===== src/rtl/fde_pkg.sv =====
package fde_pkg;

    localparam int COLOR_W   = 8;
    localparam int DUR_W     = 15;
    localparam int EL_W      = 16;
    localparam int SPD_QW    = 12;
    localparam int DUR_SHIFT = 3;
    localparam int ACC_W     = 23;

    localparam logic [SPD_QW-1:0] SPD_NUM = 12'd4095;

    localparam logic OP_SET  = 1'b0;
    localparam logic OP_TICK = 1'b1;

    typedef enum logic [2:0] {
        S_IDLE,
        S_SPD,
        S_APPLY,
        S_LOAD,
        S_LERP,
        S_EMIT
    } fsm_t;

    typedef struct packed {
        logic               go;
        logic [COLOR_W-1:0] s;
        logic [COLOR_W-1:0] t;
        logic [EL_W-1:0]    el;
        logic [DUR_W-1:0]   dur;
    } lerp_req_t;

endpackage


===== src/rtl/fde_spd.sv =====
module fde_spd
    import fde_pkg::*;
(
    input  logic              clk,
    input  logic              rst_n,
    input  logic              go,
    input  logic [7:0]        speed,
    output logic [SPD_QW-1:0] quot,
    output logic              done
);

    logic              busy_reg, busy_next;
    logic [3:0]        cnt_reg, cnt_next;
    logic              done_reg, done_next;
    logic [SPD_QW-1:0] num_reg, num_next;
    logic [7:0]        rem_reg, rem_next;
    logic [SPD_QW-1:0] q_reg, q_next;
    logic [8:0]        trial;

    always_comb
    begin
        busy_next = busy_reg;
        cnt_next  = cnt_reg;
        done_next = 1'b0;
        num_next  = num_reg;
        rem_next  = rem_reg;
        q_next    = q_reg;
        trial     = {rem_reg, num_reg[SPD_QW-1]};
        if (go)
        begin
            busy_next = 1'b1;
            cnt_next  = '0;
            num_next  = SPD_NUM;
            rem_next  = '0;
        end
        else if (busy_reg)
        begin
            if (trial >= {1'b0, speed})
            begin
                rem_next = 8'(trial - {1'b0, speed});
                q_next   = {q_reg[SPD_QW-2:0], 1'b1};
            end
            else
            begin
                rem_next = trial[7:0];
                q_next   = {q_reg[SPD_QW-2:0], 1'b0};
            end
            num_next = {num_reg[SPD_QW-2:0], 1'b0};
            cnt_next = 4'(cnt_reg + 1'b1);
            if (cnt_reg == 4'(SPD_QW - 1))
            begin
                busy_next = 1'b0;
                done_next = 1'b1;
            end
        end
    end

    always_ff @(posedge clk or negedge rst_n)
    begin
        if (!rst_n)
        begin
            busy_reg <= 1'b0;
            cnt_reg  <= '0;
            done_reg <= 1'b0;
        end
        else
        begin
            busy_reg <= busy_next;
            cnt_reg  <= cnt_next;
            done_reg <= done_next;
        end
    end

    always_ff @(posedge clk)
    begin
        num_reg <= num_next;
        rem_reg <= rem_next;
        q_reg   <= q_next;
    end

    assign quot = q_reg;
    assign done = done_reg;

endmodule


===== src/rtl/fde_lerp.sv =====
// One color channel: bit-serial s*(dur-el) + t*el, then bit-serial divide by dur.
module fde_lerp
    import fde_pkg::*;
(
    input  logic               clk,
    input  logic               rst_n,
    input  lerp_req_t          req,
    output logic [COLOR_W-1:0] quot,
    output logic               done
);

    logic               busy_reg, busy_next;
    logic               div_reg, div_next;
    logic [2:0]         cnt_reg, cnt_next;
    logic               done_reg, done_next;
    logic [COLOR_W-1:0] s_reg, s_next;
    logic [COLOR_W-1:0] t_reg, t_next;
    logic [ACC_W-1:0]   a_reg, a_next;
    logic [ACC_W-1:0]   e_reg, e_next;
    logic [ACC_W-1:0]   acc_reg, acc_next;
    logic [ACC_W-1:0]   d_reg, d_next;
    logic [COLOR_W-1:0] q_reg, q_next;
    logic [EL_W-1:0]    rest;

    always_comb
    begin
        busy_next = busy_reg;
        div_next  = div_reg;
        cnt_next  = cnt_reg;
        done_next = 1'b0;
        s_next    = s_reg;
        t_next    = t_reg;
        a_next    = a_reg;
        e_next    = e_reg;
        acc_next  = acc_reg;
        d_next    = d_reg;
        q_next    = q_reg;
        rest      = {1'b0, req.dur} - req.el;
        if (req.go)
        begin
            busy_next = 1'b1;
            div_next  = 1'b0;
            cnt_next  = '0;
            s_next    = req.s;
            t_next    = req.t;
            a_next    = ACC_W'(rest);
            e_next    = ACC_W'(req.el);
            acc_next  = '0;
            d_next    = ACC_W'(req.dur) << (COLOR_W - 1);
        end
        else if (busy_reg)
        begin
            cnt_next = 3'(cnt_reg + 1'b1);
            if (!div_reg)
            begin
                acc_next = acc_reg + (s_reg[0] ? a_reg : '0) + (t_reg[0] ? e_reg : '0);
                s_next   = s_reg >> 1;
                t_next   = t_reg >> 1;
                a_next   = a_reg << 1;
                e_next   = e_reg << 1;
                if (cnt_reg == 3'd7)
                    div_next = 1'b1;
            end
            else
            begin
                if (acc_reg >= d_reg)
                begin
                    acc_next = acc_reg - d_reg;
                    q_next   = {q_reg[COLOR_W-2:0], 1'b1};
                end
                else
                    q_next = {q_reg[COLOR_W-2:0], 1'b0};
                d_next = d_reg >> 1;
                if (cnt_reg == 3'd7)
                begin
                    busy_next = 1'b0;
                    done_next = 1'b1;
                end
            end
        end
    end

    always_ff @(posedge clk or negedge rst_n)
    begin
        if (!rst_n)
        begin
            busy_reg <= 1'b0;
            div_reg  <= 1'b0;
            cnt_reg  <= '0;
            done_reg <= 1'b0;
        end
        else
        begin
            busy_reg <= busy_next;
            div_reg  <= div_next;
            cnt_reg  <= cnt_next;
            done_reg <= done_next;
        end
    end

    always_ff @(posedge clk)
    begin
        s_reg   <= s_next;
        t_reg   <= t_next;
        a_reg   <= a_next;
        e_reg   <= e_next;
        acc_reg <= acc_next;
        d_reg   <= d_next;
        q_reg   <= q_next;
    end

    assign quot = q_reg;
    assign done = done_reg;

endmodule


===== src/rtl/rgb_led_fade_engine.sv =====
// Linear RGB fade engine, BOARDS boards of LEDS_PER_BOARD LEDs.
// Input channel (in_valid/in_stall): op 0 sets one LED's target color and
// speed; op 1 is a time tick of elapsed_ms. in_stall is high while an item
// is being worked on; one item is processed at a time.
// Output channel (out_valid/out_stall): whole boards of colors, one LED per
// item in LED order, last set on the board's final LED.
// Set item: at speed 0 the new color is applied at once, else a serial
// divide of 4095 by speed gives the fade duration. A board end with a
// pending snap then sends the whole board. Tick item: per LED, the target
// is taken when its fade is done, else the bit-serial multiply and divide
// of the three channel lanes run; each board with a change or a pending
// snap is then sent.
// A result waits in the output register while out_stall is high; further
// results of the board wait behind it, and the last result may still wait
// while the next item is taken.
// Reset clears all colors, durations, elapsed times and pending flags.
module rgb_led_fade_engine
    import fde_pkg::*;
#(
    parameter int BOARDS         = 2,
    parameter int LEDS_PER_BOARD = 8
)
(
    input  logic               clk,
    input  logic               rst_n,
    input  logic               in_valid,
    output logic               in_stall,
    input  logic               op,
    input  logic               board,
    input  logic [2:0]         led,
    input  logic [COLOR_W-1:0] red,
    input  logic [COLOR_W-1:0] green,
    input  logic [COLOR_W-1:0] blue,
    input  logic [7:0]         speed,
    input  logic               last_of_board,
    input  logic [EL_W-1:0]    elapsed_ms,
    output logic               out_valid,
    input  logic               out_stall,
    output logic               out_board,
    output logic [2:0]         out_led,
    output logic [COLOR_W-1:0] out_red,
    output logic [COLOR_W-1:0] out_green,
    output logic [COLOR_W-1:0] out_blue,
    output logic               last
);

    localparam int NLED = BOARDS * LEDS_PER_BOARD;
    localparam int BW   = (BOARDS > 1) ? $clog2(BOARDS) : 1;
    localparam int LW   = (LEDS_PER_BOARD > 1) ? $clog2(LEDS_PER_BOARD) : 1;
    localparam int IW   = (NLED > 1) ? $clog2(NLED) : 1;
    localparam int RGB_W = 3 * COLOR_W;

    fsm_t state_reg, state_next;
    logic [BW-1:0]    b_reg, b_next;
    logic [LW-1:0]    l_reg, l_next;
    logic             changed_reg, changed_next;
    logic [BOARDS-1:0] force_reg, force_next;
    logic             snap_reg, snap_next;
    logic             emit_set_reg, emit_set_next;
    logic [EL_W-1:0]  dt_reg, dt_next;
    logic [RGB_W-1:0] tgt_in_reg, tgt_in_next;
    logic [7:0]       speed_reg, speed_next;
    logic             lob_reg, lob_next;
    logic [DUR_W-1:0] dur_val_reg, dur_val_next;

    logic             out_valid_reg, out_valid_next;
    logic             out_board_reg, out_board_next;
    logic [2:0]       out_led_reg, out_led_next;
    logic [RGB_W-1:0] out_rgb_reg, out_rgb_next;
    logic             out_last_reg, out_last_next;

    logic [RGB_W-1:0] start_reg [NLED];
    logic [RGB_W-1:0] tgt_reg   [NLED];
    logic [RGB_W-1:0] cur_reg   [NLED];
    logic [DUR_W-1:0] dur_reg   [NLED];
    logic [EL_W-1:0]  el_reg    [NLED];

    logic [IW-1:0]    idx;
    logic [RGB_W-1:0] cur_rd, tgt_rd, start_rd, newc, cur_wdata;
    logic [DUR_W-1:0] dur_rd;
    logic [EL_W:0]    sum;
    logic [EL_W-1:0]  el_new;
    logic             direct, l_last, b_last, out_free;
    logic             set_wr, el_wr, cur_wr, spd_go, out_load;
    logic             led_fin, board_adv, chg, snap_now;

    logic [SPD_QW-1:0]  spd_q;
    logic               spd_done;
    lerp_req_t          req_r, req_g, req_b;
    logic [COLOR_W-1:0] q_r, q_g, q_b;
    logic               done_r, done_g, done_b;

    assign idx      = IW'(int'(b_reg) * LEDS_PER_BOARD + int'(l_reg));
    assign cur_rd   = cur_reg[idx];
    assign tgt_rd   = tgt_reg[idx];
    assign start_rd = start_reg[idx];
    assign dur_rd   = dur_reg[idx];
    assign sum      = {1'b0, el_reg[idx]} + {1'b0, dt_reg};
    assign el_new   = (sum > (EL_W+1)'(dur_rd)) ? EL_W'(dur_rd) : sum[EL_W-1:0];
    assign direct   = (dur_rd == '0) || (el_new >= EL_W'(dur_rd));
    assign l_last   = (l_reg == LW'(LEDS_PER_BOARD - 1));
    assign b_last   = (b_reg == BW'(BOARDS - 1));
    assign out_free = !out_valid_reg || !out_stall;
    assign in_stall = (state_reg != S_IDLE);

    always_comb
    begin
        req_r.go  = (state_reg == S_LOAD) && !direct;
        req_r.s   = start_rd[RGB_W-1 -: COLOR_W];
        req_r.t   = tgt_rd[RGB_W-1 -: COLOR_W];
        req_r.el  = el_new;
        req_r.dur = dur_rd;
        req_g     = req_r;
        req_g.s   = start_rd[2*COLOR_W-1 -: COLOR_W];
        req_g.t   = tgt_rd[2*COLOR_W-1 -: COLOR_W];
        req_b     = req_r;
        req_b.s   = start_rd[COLOR_W-1:0];
        req_b.t   = tgt_rd[COLOR_W-1:0];
    end

    fde_spd u_spd
    (
        .clk   (clk),
        .rst_n (rst_n),
        .go    (spd_go),
        .speed (speed_reg),
        .quot  (spd_q),
        .done  (spd_done)
    );

    fde_lerp u_lerp_r (.clk(clk), .rst_n(rst_n), .req(req_r), .quot(q_r), .done(done_r));
    fde_lerp u_lerp_g (.clk(clk), .rst_n(rst_n), .req(req_g), .quot(q_g), .done(done_g));
    fde_lerp u_lerp_b (.clk(clk), .rst_n(rst_n), .req(req_b), .quot(q_b), .done(done_b));

    always_comb
    begin
        state_next    = state_reg;
        b_next        = b_reg;
        l_next        = l_reg;
        changed_next  = changed_reg;
        force_next    = force_reg;
        snap_next     = snap_reg;
        emit_set_next = emit_set_reg;
        dt_next       = dt_reg;
        tgt_in_next   = tgt_in_reg;
        speed_next    = speed_reg;
        lob_next      = lob_reg;
        dur_val_next  = dur_val_reg;
        set_wr        = 1'b0;
        el_wr         = 1'b0;
        cur_wr        = 1'b0;
        cur_wdata     = tgt_rd;
        spd_go        = 1'b0;
        out_load      = 1'b0;
        led_fin       = 1'b0;
        board_adv     = 1'b0;
        newc          = tgt_rd;
        chg           = 1'b0;
        snap_now      = snap_reg || (speed_reg == '0);

        case (state_reg)
            S_IDLE:
            begin
                if (in_valid)
                begin
                    if (op == OP_TICK)
                    begin
                        dt_next      = elapsed_ms;
                        b_next       = '0;
                        l_next       = '0;
                        changed_next = 1'b0;
                        state_next   = S_LOAD;
                    end
                    else if ((int'(board) < BOARDS) && (int'(led) < LEDS_PER_BOARD))
                    begin
                        b_next      = BW'(board);
                        l_next      = LW'(led);
                        tgt_in_next = {red, green, blue};
                        speed_next  = speed;
                        lob_next    = last_of_board;
                        if (speed == '0)
                        begin
                            dur_val_next = '0;
                            state_next   = S_APPLY;
                        end
                        else
                        begin
                            spd_go     = 1'b1;
                            state_next = S_SPD;
                        end
                    end
                end
            end
            S_SPD:
            begin
                if (spd_done)
                begin
                    dur_val_next = DUR_W'({spd_q, {DUR_SHIFT{1'b0}}});
                    state_next   = S_APPLY;
                end
            end
            S_APPLY:
            begin
                set_wr = 1'b1;
                if (lob_reg)
                begin
                    snap_next = 1'b0;
                    if (snap_now)
                    begin
                        force_next[b_reg] = 1'b1;
                        l_next            = '0;
                        emit_set_next     = 1'b1;
                        state_next        = S_EMIT;
                    end
                    else
                        state_next = S_IDLE;
                end
                else
                begin
                    snap_next  = snap_now;
                    state_next = S_IDLE;
                end
            end
            S_LOAD:
            begin
                el_wr = 1'b1;
                if (direct)
                begin
                    newc    = tgt_rd;
                    led_fin = 1'b1;
                end
                else
                    state_next = S_LERP;
            end
            S_LERP:
            begin
                if (done_r && done_g && done_b)
                begin
                    newc    = {q_r, q_g, q_b};
                    led_fin = 1'b1;
                end
            end
            S_EMIT:
            begin
                if (out_free)
                begin
                    out_load = 1'b1;
                    if (l_last)
                    begin
                        if (emit_set_reg)
                            state_next = S_IDLE;
                        else
                            board_adv = 1'b1;
                    end
                    else
                        l_next = LW'(l_reg + 1'b1);
                end
            end
            default:
                state_next = S_IDLE;
        endcase

        if (led_fin)
        begin
            cur_wr    = 1'b1;
            cur_wdata = newc;
            chg       = changed_reg || (newc != cur_rd);
            if (l_last)
            begin
                if (chg || force_reg[b_reg])
                begin
                    force_next[b_reg] = 1'b0;
                    l_next            = '0;
                    emit_set_next     = 1'b0;
                    state_next        = S_EMIT;
                end
                else
                    board_adv = 1'b1;
            end
            else
            begin
                l_next       = LW'(l_reg + 1'b1);
                changed_next = chg;
                state_next   = S_LOAD;
            end
        end

        if (board_adv)
        begin
            if (b_last)
                state_next = S_IDLE;
            else
            begin
                b_next       = BW'(b_reg + 1'b1);
                l_next       = '0;
                changed_next = 1'b0;
                state_next   = S_LOAD;
            end
        end
    end

    always_comb
    begin
        out_valid_next = out_valid_reg && out_stall;
        out_board_next = out_board_reg;
        out_led_next   = out_led_reg;
        out_rgb_next   = out_rgb_reg;
        out_last_next  = out_last_reg;
        if (out_load)
        begin
            out_valid_next = 1'b1;
            out_board_next = 1'(b_reg);
            out_led_next   = 3'(l_reg);
            out_rgb_next   = cur_rd;
            out_last_next  = l_last;
        end
    end

    always_ff @(posedge clk or negedge rst_n)
    begin
        if (!rst_n)
        begin
            state_reg     <= S_IDLE;
            b_reg         <= '0;
            l_reg         <= '0;
            changed_reg   <= 1'b0;
            force_reg     <= '0;
            snap_reg      <= 1'b0;
            emit_set_reg  <= 1'b0;
            out_valid_reg <= 1'b0;
        end
        else
        begin
            state_reg     <= state_next;
            b_reg         <= b_next;
            l_reg         <= l_next;
            changed_reg   <= changed_next;
            force_reg     <= force_next;
            snap_reg      <= snap_next;
            emit_set_reg  <= emit_set_next;
            out_valid_reg <= out_valid_next;
        end
    end

    always_ff @(posedge clk)
    begin
        dt_reg        <= dt_next;
        tgt_in_reg    <= tgt_in_next;
        speed_reg     <= speed_next;
        lob_reg       <= lob_next;
        dur_val_reg   <= dur_val_next;
        out_board_reg <= out_board_next;
        out_led_reg   <= out_led_next;
        out_rgb_reg   <= out_rgb_next;
        out_last_reg  <= out_last_next;
    end

    always_ff @(posedge clk or negedge rst_n)
    begin
        if (!rst_n)
        begin
            for (int i = 0; i < NLED; i++)
            begin
                start_reg[i] <= '0;
                tgt_reg[i]   <= '0;
                cur_reg[i]   <= '0;
                dur_reg[i]   <= '0;
                el_reg[i]    <= '0;
            end
        end
        else
        begin
            if (set_wr)
            begin
                start_reg[idx] <= cur_rd;
                tgt_reg[idx]   <= tgt_in_reg;
                dur_reg[idx]   <= dur_val_reg;
                el_reg[idx]    <= '0;
                if (speed_reg == '0)
                    cur_reg[idx] <= tgt_in_reg;
            end
            if (el_wr)
                el_reg[idx] <= el_new;
            if (cur_wr)
                cur_reg[idx] <= cur_wdata;
        end
    end

    assign out_valid = out_valid_reg;
    assign out_board = out_board_reg;
    assign out_led   = out_led_reg;
    assign out_red   = out_rgb_reg[RGB_W-1 -: COLOR_W];
    assign out_green = out_rgb_reg[2*COLOR_W-1 -: COLOR_W];
    assign out_blue  = out_rgb_reg[COLOR_W-1:0];
    assign last      = out_last_reg;

endmodule


===== config.mk =====
export PLATFORM = sky130hd
export DESIGN_NAME = rgb_led_fade_engine
export DESIGN_NICKNAME = d
export VERILOG_FILES = /design/src/rtl/fde_pkg.sv /design/src/rtl/fde_spd.sv /design/src/rtl/fde_lerp.sv /design/src/rtl/rgb_led_fade_engine.sv
export SDC_FILE = /design/constraint.sdc
export NUM_CORES = 2
export LEC_CHECK = 0
export BUFFER_PORTS_ARGS = -buffer_cell sky130_fd_sc_hd__buf_2
export CAP_MARGIN = 20
export CORE_MARGIN = 2
export CORE_UTILIZATION = 60
export DETAILED_ROUTE_END_ITERATION = 16
export PLACE_DENSITY = 0.73
export SYNTH_ARGS = -nofsm -noshare
export SYNTH_HDL_FRONTEND = slang
export SYNTH_SLANG_ARGS = --single-unit

===== constraint.sdc =====
create_clock -name clk -period 11.7 [get_ports clk]
set_input_delay 0.585 -clock clk [delete_from_list [all_inputs] [get_ports clk]]
set_output_delay 0.585 -clock clk [all_outputs]
set_load 0.05 [all_outputs]

==> results.txt <==
----------------------------------------------------
[Synthesis]
  Top-count cell post-synth ... sky130_fd_sc_hd__dfrtp_1
  Net count after synthesis ... 9148
  Count of unique library cells instantiated by Yosys ... 86
  Synth top area share ... 38.9%
  Seq cells post-synth ... 2101
  Dominant register cell in the synthesized netlist ... sky130_fd_sc_hd__dfrtp_1
  Mapped Area ... 105000 µm²
  Syn_area_per_cell ... ~12 µm²
  Fraction of the yosys area taken by sequential cells ... 50.7%
  Post-synth ARST share ... 77.9%
  Top cells by instance count after synthesis ... sky130_fd_sc_hd__dfrtp_1 (1637), sky130_fd_sc_hd__mux2_2 (1122), sky130_fd_sc_hd__nand2_1 (1044), sky130_fd_sc_hd__o21ai_0 (497), sky130_fd_sc_hd__nor2_1 (490)
  Count of warnings emitted by yosys ... 0
  Syn Inst Count ... 8825
  Top area cells in the synthesized netlist ... sky130_fd_sc_hd__dfrtp_1 (39%), sky130_fd_sc_hd__mux2_2 (12%), sky130_fd_sc_hd__mux4_2 (9.3%)
  Number of synthesized flops with an enable pin ... 312
  Yosys top cell by area ... sky130_fd_sc_hd__dfrtp_1

[Floorplanning]
  Die Outline Area ... around 180000 µm²
  Number of placement rows ... ~150
  Top-level I/O count ... 89
  Initial Util ... between 60 and 70%
  Die height ... 423 µm
  Area inside the core boundary ... approximately 170000 µm²
  Horizontal die dimension ... approximately 420 µm

[Drt]
  Vias per cell ... 6.38
  Average routed wire per standard cell ... 25.4 µm
  Via total after detailed routing ... between 70000 and 80000
  Number of remaining DRC errors ... 0
  Antenna viol nets, final ... 0
  Total routed wirelength ... around 280000 µm
  Number of optimization iterations in the first detailed-route pass ... 8
  Number of DRC markers after the initial detailed-route iteration ... 7261

[Finish]
  Fraction of final layout cells sized beyond drive strength 1 ... about a quarter
  Final layout net count ... 8976
  Final core utilization ... ~66%
  Count of fill cells added during filler insertion ... 12600
  Area Growth Syn to Fin ... 9.59%

[CTS]
  CTS tree ... done
  Total clock buffers created by CTS ... around 210
  Clock buffer depth ... 3
  Insertion delay to the later sink of the worst-skew pair ... 860 ps
  CTS H-tree lvls ... 4
  Clock transition time at the flip-flop clock pins of the worst setup and hold paths ... about 60 ps
  Number of sinks driven by the clock tree ... 2101
  Root cell of the clock tree ... sky130_fd_sc_hd__clkbuf_16

[Placement]
  Routability-driven placement congestion ratio ... 0.913
  Port Buf Inserts ... 88
  Worst slack after detailed placement ... 1950 ps
  Half-perimeter wire length after detailed placement ... 179000 µm

[Global route]
  Gr usage total ... between 30% and 40%
  Number of antenna violations at the first check in global routing ... 1
  Vias in the first global route ... 72200
  Global route overflow ... 0
  Maximum number of pins on one net before global-route repair ... 183
  Wire length of the first global-routing pass ... 438000 µm

[STA]
  RSZ-0062 raised after global routing ... no
  Share of the clock period used by the worst path after layout ... 84.3%
  Worst slew margin ... 21.4%
  Post-route clock skew ... about 46 ps
  Max Fclk ... ~100 MHz
  Max-slew violation count ... 0
  Post-route worst hold slack ... 134 ps
  Final critical path time including I/O delays and setup ... 9860 ps
  Worst setup slack after layout ... between 1500 and 2000 ps
  Final sum of negative setup slack ... 0 ps
  Worst slew pin tran ... 1170 ps
  Setup-violating endpoint count in the final report ... 0
  Hold violation count in the final report ... 0

[Critical path]
  Critical Path Start ... l_reg[0]
  Slowest cell on the critical path ... sky130_fd_sc_hd__dfrtp_4
  CP Class ... reg2reg
  Crit path capture type ... flop
  Worst Path Max Fanout ... 47
  Largest stage delay on the critical path ... 860 ps
  Beginning of the worst register-to-register path ... l_reg[0]
  Buffers & Inverters on Critical Path ... 5
  CP Data Required Time ... about 12000 ps
  CP dominant cell by count ... sky130_fd_sc_hd__a21oi_1
  Endpoint arrival time on the critical path ... about 10000 ps
  Top cell family by delay on the critical path ... compound AO/OA/AOI/OAI gates
  Worst setup SP type ... flop

[Run status]
  Result of the run ... complete, no violations

[Worst hold path]
  Startpoint of the worst hold path ... board
  Worst Hold Class ... in2reg

[Pwr]
  Largest voltage drop on the vdd net ... 0.229 mV
  Total power consumption of the routed design ... 33.9 mW
  Cell leakage power ... 54.1 nW
  Total power divided by cell area ... 294 nW/µm²

[Run]
  Maximum capacitance violations ... 0

----------------------------------------------------
-- cell families (layout without fill, tap and decap cells) --
family	Yosys count	count (layout)	synth area share, %
xor gates and xnor gates	160	160	1.33
AOI/OAI and AO/OA	1427	1427	7.84
buffers and inverters	1018	1028	3.90
other	0	2	0
and+or+nand+nor	1939	1939	7.78
muxes	1915	1915	24.7
DFF	2101	2101	50.7
adders and majority gates	265	265	3.68
-- routing by layer --
| metal | part of all wire, % | global-route usage, % | wire length, µm |
|---|---|---|---|
| met1 | 41 | 44.4 | 118000 |
| met2 | 47 | 50.6 | 134000 |
| met3 | 7.6 | 5.76 | 21700 |
| met4 | 3.6 | 11.1 | 10100 |
| met5 | 0 | 0 | 0 |
-- final timing paths --
| kind | endpoint | slack [ps] | cells after the start |
|---|---|---|---|
| worst max-delay path | u_lerp_b.s_reg[7] | 1840 | 33 |
| worst min-delay path | b_last | 130 | 3 |
| worst max register to register | u_lerp_b.s_reg[7] | 1840 | 33 |
| worst min register to register | u_spd.quot[5] | 410 | 0 |
| max in group asynchronous | start_reg[274] | 8280 | 5 |
| min in group asynchronous | dur_reg[29] | 400 | 2 |
-- power by group --
part           total, mW  internal [mW]  switching, mW  leakage [nW]
sequential          10.9           9.60           1.27          26.7
clock               6.86           3.91           2.95          3.46
combinational       16.2           6.37           9.85          23.9
-- layout make-up --
cell class / count / area (µm²) / share of cell area [%]
flip-flops and latches: 2101 / 53400 / 46.3
well taps: 2325 / 2910 / 2.52
diodes: 2 / 5.00 / 0.00434
inverters: 327 / 1230 / 1.07
clock buffers: 323 / 6370 / 5.53
clock inverters: 74 / 656 / 0.569
multi-input cells: 5706 / 48100 / 41.7
repair buffers: 304 / 2620 / 2.27
-- worst register-to-register path, delay by kind of cell, from the launching register on --
family | cells | cell delay, ps
muxes | 3 | 1340
DFF | 1 | 860
and+or+nand+nor | 7 | 1370
adders and majority gates | 3 | 850
buffers and inverters | 5 | 1930
AOI/OAI and AO/OA | 14 | 2910
xor gates and xnor gates | 1 | 170
-- through the flow --
stage,area [µm²],std cells
finish,115000,11200
floorplan,105000,8825
detailed placement,107000,10700
CTS,115000,11100
global placement,107000,10700
global route,115000,11200
-- what timing repair did --
item | in CTS | in global routing
setup buffers | 0 | 0
hold endpoints to repair | 185 | 0
resized for setup | 0 | 0
setup endpoints to repair | 0 | 0
hold buffers | 51 | 0
-- placed cells by master (no fill, tap or decap), types with 53 or more instances in the layout --
cell | netlist | final
sky130_fd_sc_hd__clkbuf_1 | 470 | 53
sky130_fd_sc_hd__nand2_1 | 1044 | 1040
sky130_fd_sc_hd__mux2_2 | 1122 | 1122
sky130_fd_sc_hd__buf_2 | 118 | 87
sky130_fd_sc_hd__mux4_2 | 436 | 436
sky130_fd_sc_hd__nor2_1 | 490 | 485
sky130_fd_sc_hd__inv_1 | 324 | 323
sky130_fd_sc_hd__ha_1 | 191 | 191
sky130_fd_sc_hd__dfrtp_1 | 1637 | 1634
sky130_fd_sc_hd__buf_4 | 14 | 136
sky130_fd_sc_hd__edfxtp_1 | 312 | 312
sky130_fd_sc_hd__a21oi_1 | 483 | 483
sky130_fd_sc_hd__o21ai_0 | 497 | 497
sky130_fd_sc_hd__nor3_1 | 55 | 55
sky130_fd_sc_hd__a21o_1 | 67 | 67
sky130_fd_sc_hd__and2_1 | 54 | 53
sky130_fd_sc_hd__mux2i_1 | 357 | 355
sky130_fd_sc_hd__clkbuf_16 | 0 | 219
sky130_fd_sc_hd__dfxtp_1 | 152 | 152
sky130_fd_sc_hd__o21a_1 | 58 | 58
sky130_fd_sc_hd__fa_1 | 74 | 74
sky130_fd_sc_hd__xnor2_1 | 98 | 98
sky130_fd_sc_hd__a211oi_1 | 64 | 64
sky130_fd_sc_hd__xor2_1 | 62 | 62
No activity file was read; power rests on OpenSTA's default activity.
